$ cat config.mk
export PLATFORM = sky130hd
export DESIGN_NAME = skt_cell
export DESIGN_NICKNAME = d
export VERILOG_FILES = /design/src/hw/rtl/skt_pkg.sv /design/src/hw/rtl/skt_cell.sv
export SDC_FILE = /design/constraint.sdc
export NUM_CORES = 1
export LEC_CHECK = 0
export BUFFER_PORTS_ARGS = -buffer_cell sky130_fd_sc_hd__buf_2
export CAP_MARGIN = 25
export CORE_AREA = 5 5 111 113
export CTS_CLUSTER_SIZE = 30
export DETAILED_ROUTE_END_ITERATION = 7
export DIE_AREA = 0 0 116 118
export GPL_TIMING_DRIVEN = 0
export PLACE_DENSITY = 0.84
export SYNTH_ARGS = -nofsm -noshare
export SYNTH_HDL_FRONTEND = slang
export SYNTH_SLANG_ARGS = --single-unit
$ cat constraint.sdc
create_clock -name clk -period 7.3 [get_ports clk]
set_clock_uncertainty 0.15 [all_clocks]
set_input_delay 0.365 -clock clk [delete_from_list [all_inputs] [get_ports clk]]
set_output_delay 0.365 -clock clk [all_outputs]
set_load 0.01 [all_outputs]
$ cat src/hw/rtl/skt_pkg.sv
`timescale 1ns / 1ps

package skt_pkg;

	localparam int CAPACITY_DEF      = 64;
	localparam int PAYLOAD_WIDTH_DEF = 32;

	localparam int KEY_W    = 32;
	localparam int KIND_W   = 2;
	localparam int STATUS_W = 2;
	localparam int PORT_PAY_W = 32;
	localparam int COUNT_OUT_W = 7;

	// Operation codes carried by the kind field.
	localparam logic [KIND_W-1:0] OP_INSERT = 2'd0;
	localparam logic [KIND_W-1:0] OP_DELETE = 2'd1;
	localparam logic [KIND_W-1:0] OP_SEARCH = 2'd2;

	// Result status codes.
	localparam logic [STATUS_W-1:0] ST_DONE = 2'd0;
	localparam logic [STATUS_W-1:0] ST_MISS = 2'd1;
	localparam logic [STATUS_W-1:0] ST_FULL = 2'd2;

	// Control broadcast from the top level to every cell.
	typedef struct packed {
		logic ins;
		logic del;
	} cell_ctl_t;

endpackage

$ cat src/hw/rtl/skt_cell.sv
`timescale 1ns / 1ps

module skt_cell #(
	parameter int PAY_W = skt_pkg::PAYLOAD_WIDTH_DEF
) (
	input  logic                              clk,
	input  logic                              arst_n,
	input  logic                              occupied,
	input  logic                              cmp_en,
	input  logic signed [skt_pkg::KEY_W-1:0]  cmp_key,
	input  logic                              lt_left,
	input  logic signed [skt_pkg::KEY_W-1:0]  left_key,
	input  logic        [PAY_W-1:0]           left_pay,
	input  logic signed [skt_pkg::KEY_W-1:0]  right_key,
	input  logic        [PAY_W-1:0]           right_pay,
	input  logic signed [skt_pkg::KEY_W-1:0]  new_key,
	input  logic        [PAY_W-1:0]           new_pay,
	input  skt_pkg::cell_ctl_t                ctl,
	output logic                              lt,
	output logic                              hit,
	output logic signed [skt_pkg::KEY_W-1:0]  key,
	output logic        [PAY_W-1:0]           pay
);

	logic signed [skt_pkg::KEY_W-1:0] key_q;
	logic        [PAY_W-1:0]          pay_q;
	logic                             lt_q;
	logic                             eq_q;

	// Compare against the key of the item being accepted.
	always_ff @(posedge clk or negedge arst_n) begin
		if (!arst_n) begin
			lt_q <= 1'b0;
			eq_q <= 1'b0;
		end else if (cmp_en) begin
			lt_q <= occupied && (key_q < cmp_key);
			eq_q <= occupied && (key_q == cmp_key);
		end
	end

	// Cells that are not below the key form the tail that moves. On insert the first of
	// them takes the new entry and the rest their left neighbor; on delete each takes its right neighbor.
	always_ff @(posedge clk) begin
		if (ctl.ins && !lt_q) begin
			key_q <= lt_left ? new_key : left_key;
			pay_q <= lt_left ? new_pay : left_pay;
		end else if (ctl.del && !lt_q) begin
			key_q <= right_key;
			pay_q <= right_pay;
		end
	end

	assign lt  = lt_q;
	assign hit = lt_left && !lt_q && eq_q;
	assign key = key_q;
	assign pay = pay_q;

endmodule

Yosys cells after proc, flatten, opt, wreduce, memory -nomap -nowiden:

Index checks and enable logic that the tools add are counted.

* register bits after elaboration: 66
* latch bits: 0
* bits in writable memories: 0
* ROM bits: 0
* input port bits: 231
* output and inout bits: 66
* logic and storage cells: 20
* memories kept: 0

* add/subtract/negate cells: 0
* $mul: 0
* div/mod/pow operators: 0
* order comparisons: 1
* equality and inequality tests: 1
* shift operators: 0
* multiplexer cells: 6
* bitwise gates (word level): 0
* reduce and logical (&&, ||, !) cells: 8

Operators by type and width (number)
* 32-bit 2-to-1 mux: 6
* 32-bit equality test: 1
* 32-bit < comparator: 1
* 1-bit logical AND: 6
* 2-bit nonzero test: 1
* 1-bit logical NOT: 1

Logic depth before layout (Yosys ltp):

Gate-level depths: netlist of run 1.

* word-level depth: 4
* mapped depth: 8
* gate-level depth less buffers: 8

Worst setup path after synthesis of run 1:

No wires, ideal clock.

* path type: reg2reg
* start point: reg lt_q, in the netlist lt
* end point: reg key_q, in the netlist key[0] (enable)
* data arrival time: 3136 ps
* data required time: 6662 ps
* setup slack: 3525 ps
* cell stages (with the launch flop): 2
* path through: dfrtp_1 > nor2_1

* longest elaborated chain between the ends: 3
* elaborated cells on any way between the ends: 4
* classes of those cells: reduce/logical (4)

RTL lines
* from (decl): RTL line skt_cell.sv:27 `logic lt_q;`
* from (signal assigned): RTL line skt_cell.sv:36 `lt_q <= occupied && (key_q < cmp_key);`
* 1-bit logical NOT *: RTL line skt_cell.sv:44, skt_cell.sv:47
* 1-bit logical AND, on equally long branches: RTL line skt_cell.sv:44, skt_cell.sv:47
* 2-bit nonzero test (no source line) *
* to (signal assigned): RTL line skt_cell.sv:45 `key_q <= lt_left ? new_key : left_key;`
* to (signal assigned): RTL line skt_cell.sv:48 `key_q <= right_key;`
* to (decl): RTL line skt_cell.sv:25 `logic signed [skt_pkg::KEY_W-1:0] key_q;`

Every way passes the cells marked *; elsewhere a longest branch is shown, timed or not.
A chain may end at the register's enable or synchronous reset.

Final worst setup path of run 1:

* start point: reg key_q, in the netlist key[31]
* end point: reg lt_q, in the netlist lt

* longest elaborated chain between the ends: 2

RTL lines (RTL line)
* 32-bit < comparator: skt_cell.sv:36
* 1-bit logical AND: skt_cell.sv:36

No other way between the ends.

==> run summary, run 1 <==
Via count of the first global-routing pass: 4440. TritonCTS built the clock tree. The post-layout utilization of the core was 0.5493; the final period utilization was 0.2907. In the post-synthesis netlist, the cell with the most instances is nand2_1. The critical path is of the register to register type. The port buffer count was 295.

For this design the static power due to leakage is 3.237 nW. Timing would allow up to 471.2 MHz. The number of nets in the finished design was 979; the final-report setup violation count was 0. The run gives 2 as the buffer levels on the longest clock path. In this run the power spent charging and discharging nets is 0.5131 mW.

The logs give 0.1424 ns for the worst hold margin and 0 for the number of antenna violations at the first check in global routing. The final global-route overflow total is 0. Across the run, the number of max-cap violations was 0. The tools report the logic gate share of total power as 0.335. A synthesized cell averages 10.18 sq um.

The width of the die was 116 um. The share of layout cells above drive strength 1 works out to 0.4549. The clock edge transition at the registers on the reported setup and hold paths was 0.05 ns; the async set or reset register ratio after synthesis was 0.03030.

The all-layer global routing usage is 0.2026. The count of filler cells inserted in the layout is 1010, and the maximum level of the CTS H-tree is 3. The tools report the cell area after synthesis as 4141 sq um.

The later pin in the worst-skew pair is clocked with a latency of 0.33 ns. Yosys attributes the largest share of cell area to edfxtp_1 46%, mux2i_1 15%, ha_1 9.7%, o21ai_1 6.9%, nand2_1 6.8%. Setup repair after global routing left no endpoint under its margin. The run gives 0.288 as the clock network fraction of total power. The tools report the number of cells upsized or downsized after cts as 0. The switching fraction of total power was 0.3240. The cell sitting at the root of the clock tree is a clkbuf_16. The run gives 129 as the starting DRC count in detailed routing.

The I/O pin total is 297, and the relative slew slack is 0.6367. The tools report the kind of capture point of the worst setup path as a register. VDD sags by at most 121.1 uV. The post-CTS setup buffer count was 0; the first-pass GRT wire length was 21510 um. Synthesis produced a netlist whose cell count is 407. The top cell type's share of synthesized area was 0.4640. The tools report the fraction of power consumed by sequential logic as 0.377. Entering global routing, the biggest net connects 35 pins. The number of synthesized register bits was 66. The die covers 13690 sq um.

Final setup TNS: 0 ns. The logs give 39 for the row count and 11890 um for the post-detailed-placement half-perimeter wirelength. The first TritonRoute pass finished after 4 iterations. The total power consumption of the routed design came out at 1.583 mW.

Once layout is complete, the cells apart from fillers number 864. Across all layers, the routed design uses 4196 vias. The synthesized design spends more area on one cell type than any other, namely edfxtp_1. In this run, distinct cell masters in the synthesized netlist total 30.

Data on the critical path is required at its endpoint by 7.35 ns. After detailed routing, the number of remaining DRC violations is 0. Relative to the synthesized area, the layout overhead comes to 48.85%.

Measured in cells, the most critical reg-to-reg path has a length of 6. The starting density of the core was 0.3690; the count of inserted antenna diode cells was 0. In this run the power density over the cells is 256.8 nW/um^2. The number of hold violations in the final report was 0; the final period demand of the worst path was 2.122 ns. For the number of buffers inserted for hold repair after clock tree synthesis, the log shows 1.

The internal power component was 1.070 mW; the final routed wirelength across all metal layers was 14190 um. Counting every net in the synthesized netlist gives 670. The run finished with clean final reports. The tree built by TritonCTS fans out to 66 sinks. Along the worst path, the maximum fanout reaches 5. The critical path startpoint category was a register. Worst reg-to-reg setup slack: 5.18 ns. Sequential share of the synthesized area: 0.4761.

The number of placed instances, taps included, is 846. The most used flip-flop cell after synthesis is edfxtp_1. Dividing the detail-routed wire length by the instance count gives 16.42 um.

The number of vias per cell came out at 4.856. The detail route stage leaves a number of antenna-violating nets equal to 0. STA puts the critical path data arrival time at 2.17 ns. The commonest cells after synthesis are 75 x nand2_1, 64 x edfxtp_1, 64 x mux2i_1.

The number of CTS-inserted buffers came out at 9. The Yosys step of the flow raised 0 warnings. The number of cells on the worst hold path works out to 2.

The worst hold path class was input port to register. At the end of routability-driven placement, the weighted congestion stood at 0.8925. The core outline area came out at 11220 sq um. The tools report the total count of max-transition violations in the final report as 0. The synthesized design contains 64 enable-type register cells. From bottom edge to top edge, the die measures 118 um. At the pin with the least slew margin, the transition time is 0.5449 ns.
final timing paths:
| path | end | startpoint |
|---|---|---|
| setup / recovery | lt | key[31] |
| hold / removal | eq_q | cmp_en |
| min in group asynchronous | lt | arst_n |
| max in group asynchronous | eq_q | arst_n |
| setup reg to reg | lt | key[31] |
| hold reg to reg | eq_q | eq_q |
through the flow:
step / setup slack [ns] / instance area (sq um)
final: 5.178 / 6165
after global routing: 5.014 / 6165
after CTS: 5.145 / 6145
after detailed placement: 5.146 / 5824
after global placement: 2.298 / 5797
after floorplan: 3.525 / 4141
flip-flops by register name, summed over array words and instances (netlist names):
signal / count
eq_q: 1
pay: 32
lt: 1
key: 32
critical path, stage by stage (launching register included):
cell,delay (ns)
edfxtp_1,0.44
ha_1,0.41
nand4_2,0.17
nor4_2,0.38
nand4_1,0.18
a21oi_1,0.19
o21ai_2,0.08
cell type report:
class / instances / area [sq um] / area share
Clock inverter: 6 / 81.33 / 0.01319
Inverter: 35 / 131.4 / 0.02131
Multi-Input combinational cell: 285 / 1953 / 0.3168
Timing Repair Buffer: 298 / 1526 / 0.2476
Sequential cell: 66 / 1972 / 0.3199
Buffer: 21 / 92.59 / 0.01502
Clock buffer: 10 / 229.0 / 0.03714
Tap cell: 143 / 178.9 / 0.02902
power by group through the flow:
stage               combinational [mW]  clock, mW  sequential (mW)
finish                           0.531      0.455            0.597
CTS                              0.533      0.463            0.600
global placement                 0.509          0            0.610
global route                     0.594      0.480            0.607
detailed placement               0.530          0            0.607
floorplan                        0.226          0            0.656
logic make-up (layout without fill, tap and decap cells):
group / after synthesis / count (layout) / share of synthesized area
buf+inv: 56 / 370 / 0.05408
mux: 64 / 64 / 0.1547
flops: 66 / 66 / 0.4761
fa+ha+maj: 32 / 32 / 0.09668
compound gates: 92 / 92 / 0.1187
simple gates: 97 / 97 / 0.09970
per-layer routing:
metal	vias up	wire length, um	track usage
met2	207	7289	0.3698
li1	2074	-	-
met1	1885	5099	0.2174
met5	-	0	0
met4	0	388	0.08049
met3	30	1410	0.05347
layout by cell type (no fill, tap or decap), drive strengths merged, types with 2 or more instances in the layout:
master  count
a21o        2
a21oi      15
buf       308
bufinv      2
clkbuf     20
clkinv      3
dfrtp       2
edfxtp     64
ha         32
inv        35
mux2i      64
nand2      75
nand3       3
nand4       6
nor2        7
nor4        2
o21ai      69
No activity file was read; power rests on OpenSTA's default activity.
==> run 2: changes to the inputs <==
Settings changed: ABC_AREA from default to 1, CORE_AREA 5 5 111 113 to 5 5 112 114, DIE_AREA 0 0 116 118 to 0 0 117 119, PLACE_DENSITY 0.84 to 0.83.
Clock period 7.3 ns to 2 ns, I/O delays scaled along.
==> run 2 against run 1 <==
Effect of this change: sequential cell count unchanged; global-route usage increased by 3.3 points; sequential share of layout area decreased by 4.0 points; via count increased by 25%; wire length increased by 22%; power increased to 3.6 times the previous value; core utilization increased by 7.2 points; fmax increased by 14%; worst setup slack got worse by 5.0 ns; die area increased by 1.7%; clock power increased to 4.3 times the previous value; largest cell class is now non-clock buffers; largest power group unchanged.
==> run summary, run 2 <==
Counting distinct cell types in the post-synthesis netlist gives 20. After detailed routing, the average wire length per cell comes to 16.46 um. The count of max-cap constraint violations was 0; the number of antenna violations at the first check in global routing was 1. Setup repair after global routing left no endpoint under its margin. Counting the buffers created by CTS gives 9. Clock root buffer master: clkbuf_16.

The width of the die is 117 um. The slowest stage cell on the critical path was dfrtp_1. In this run, synthesis produced a sequential element count of 66. The run gives 11320 sq um as the core outline area. The worst hold margin came out at 0.004669 ns. The logs give 1049 for the number of standard cells in the final layout excluding fillers and 13920 sq um for the area of the die. The growth of design area from synthesis to finish is 68.35%, and the area occupied by registers is 1972 sq um. The tools report the final routed wirelength across all metal layers as 17270 um. Internal power comes to 3.969 mW. TritonCTS built the clock tree. The number of nets with antenna violations after routing was 0; the delay contributed by the slowest stage of the critical path was 0.51 ns. Along the worst hold path, the cell count comes to 3. For the worst flop-to-flop path, the logic depth is 5.

The library cell used most frequently in the layout, excluding fill and tap cells, is buf_2. The tools report the beginning of the worst register-to-register path as lt. STA classifies the critical path startpoint as a register. For this design the ratio of total power to cell area is 804.8 nW/um^2. Clock-pin slew was measured on the worst setup and hold paths at 0.06 ns. The worst hold path terminates at key[30]. For the maximum level of the CTS H-tree, the log shows 3. Timing would allow up to 535.8 MHz. The top cell types in the final layout, fill and taps aside, are 313 x buf_2, 171 x nand2_1, 78 x dlygate4sd3_1. The clock reaches the later pin of the worst-skew pair after 0.32 ns.

By area the synthesized netlist is led by edfxtp_1 46%, nand2_1 15%, a31oi_1 9.6%, ha_1 9.6%, nor2_1 6.4%. The total count of max-transition violations in the final report is 0. The kind of capture point of the worst setup path was a register. The number of nets handed over by synthesis was 776.

The worst hold path class was input port to register. The async set or reset register ratio after synthesis is 0.03030, and the number of nets in the finished design is 1163. From bottom edge to top edge, the die measures 119 um. Detailed routing inserted a total of 5243 vias. The pin count of the biggest net entering global routing is 35, and the leakage power is 3.589 nW. The flow ran to the end, and the final reports show no timing, DRC or antenna violations. Yosys printed 0 warnings. The starting DRC count in detailed routing is 272, and the required time of the critical path is 1.99 ns.

The clock passes through at most 2 buffers. The share of layout cells above drive strength 1 works out to 0.3746. The fraction of power consumed by sequential logic is 0.352, and the final period demand of the worst path is 1.866 ns. The kind of critical path is register to register. The dominant cell by count in the synthesized netlist is nand2_1.

Row generation in the floorplan step produced 39 rows. The iteration count of the initial detailed-routing pass was 5. Startpoint of the lowest-slack hold path: new_key[30]. After detailed routing, the number of remaining DRC violations is 0. The tools report the final global-route overflow total as 0.

Setup violations remaining at the end of the flow were counted as 0. The post-detailed-placement half-perimeter wirelength was 12250 um. Library cell occupying the most area in the post-synthesis netlist: edfxtp_1. The synthesized area per cell was 8.146 sq um. 297 I/O pins were placed. Routability-driven placement finished with a final weighted congestion of 0.8924. Starting density of the core: 0.3691. During placement, the flow inserted port buffers numbering 296.

The run gives 0.303 as the logic gate share of total power. For the all-layer global routing usage, the log shows 0.2353. The largest driver fanout on the critical path was 10; the worst-case vdd ir drop was 461.7 uV. The most used flip-flop cell after synthesis is edfxtp_1.

The clock drives 66 sinks. The relative slew slack was 0.4848; the data arrival at the endpoint of the critical path was 1.85 ns. Final period utilization: 0.9331. By count the netlist is led by 171 x nand2_1, 71 x nor2_1, 64 x a31oi_1, 64 x edfxtp_1, 50 x inv_1. The top cell type's share of synthesized area was 0.4599. At the pin with the least slew margin, the transition time is 0.7719 ns. The completed layout was analyzed and its total power is 5.662 mW.

The via count of the first global-routing pass is 5250. Count of flip-flops with a built-in enable after synthesis: 64. The multi-input combinational cells in the finished layout cover a total of 1916 sq um. The count of filler cells inserted in the layout came out at 921. The logs give 0.344 for the clock network fraction of total power and 1.693 mW for the total net switching power. Using the TritonRoute via totals, the vias-per-cell ratio works out to 4.998. The tools report the cell count after synthesis as 513. Worst flop-to-flop path endpoint: key[5].

The mapped netlist covers 4179 sq um. For the first-pass GRT wire length, the log shows 25610 um. The sequential share of the synthesized area was 0.4719. Across all register-to-register paths, the minimum setup slack is 0.13 ns.

The critical path goes through nor2_1 -> buf_2 -> buf_2 -> nor2_1 -> a31oi_1. Switching fraction of total power: 0.2990. The number of hold violations in the final report was 0. Counting tap cells, the placed design contains a total of 953 instances.
==> run 2: cell count changes after synthesis, moves of 3 or more <==
| cell | delta |
|---|---|
| inv_1 | +15 |
| a31oi_1 | +64 |
| nand4_1 | -3 |
| nor2_2 | +4 |
| nand2_1 | +96 |
| buf_2 | +6 |
| o21ai_0 | -11 |
| nor2_1 | +64 |
| mux2i_1 | -64 |
| o21ai_1 | -55 |
==> run 2: repair_timing <==
action                     in CTS  in global routing
buffers inserted                0                  0
setup endpoints to repair      34                  1
gates resized for setup         0                  1
pin swaps                       1                  0
hold endpoints to repair       45                  0
cloned                          1                  0
hold buffers                   78                  0
==> run 2: metrics by stage <==
stage	cell area (sq um)	setup WS [ns]	utilization	TNS, ns
after floorplan	4187	0.01405	-	0
after global placement	5847	-0.4205	0.5165	-26.66
after detailed placement	5867	-0.06028	0.5182	-1.907
after CTS	7020	0.1077	0.6201	0
after global routing	7036	0.01341	0.6215	0
final	7036	0.1337	0.6215	0
==> run 2: power groups by stage <==
stage,sequential [mW],combinational (mW),clock [mW]
3_5_place_dp,2.02,1.57,0
6_report,1.99,1.72,1.95
5_1_grt,2.02,1.89,2.04
3_3_place_gp,2.01,1.52,0
4_1_cts,1.99,1.70,1.98
2_1_floorplan,2.14,0.695,0
==> run 2: layout make-up <==
class | instances | share of cell area
inverters | 50 | 0.02668
well taps | 143 | 0.02543
plain buffers | 28 | 0.01850
repair buffers | 375 | 0.3244
clock buffers | 9 | 0.03201
flip-flops and latches | 66 | 0.2803
diodes | 1 | 0.0003557
multi-input cells | 370 | 0.2723
clock inverters | 7 | 0.02010
==> run 2: routing by layer <==
layer / share of wire / global-route usage / wire (um)
met1: 0.36 / 0.2571 / 6158
met2: 0.51 / 0.4239 / 8771
met3: 0.096 / 0.05020 / 1655
met4: 0.040 / 0.1133 / 685
met5: 0 / 0 / 0
==> run 2: how the worst max path moves through the flow <==
stage,start,to,slack [ns],cells after the start
after CTS,key[31],lt,0.11,10
final,lt,key[5],0.13,5
after global placement,lt,key[18],-0.42,1
after floorplan,lt,key[0],0.01,1
after detailed placement,lt,key[18],-0.06,2
after global routing,lt,key[5],0.01,5
==> run 2: cells by family (layout without fill, tap and decap cells) <==
logic type               count (synthesis)  count (layout)  share of synthesized area
other                                    0               1                          0
flip-flops                              66              66                     0.4719
AND/OR/NAND/NOR                        255             256                     0.2365
buffers and inverters                   78             469                    0.07605
adder cells (fa/ha/maj)                 32              32                    0.09581
AO/OA/AOI/OAI                           82              82                     0.1198
==> run 2: worst max-delay path: cells and delay by family, from the launching register on <==
| family | cells | cell delay (ns) |
|---|---|---|
| buf+inv | 2 | 0.55 |
| flops | 1 | 0.51 |
| simple gates | 2 | 0.23 |
| compound gates | 1 | 0.23 |
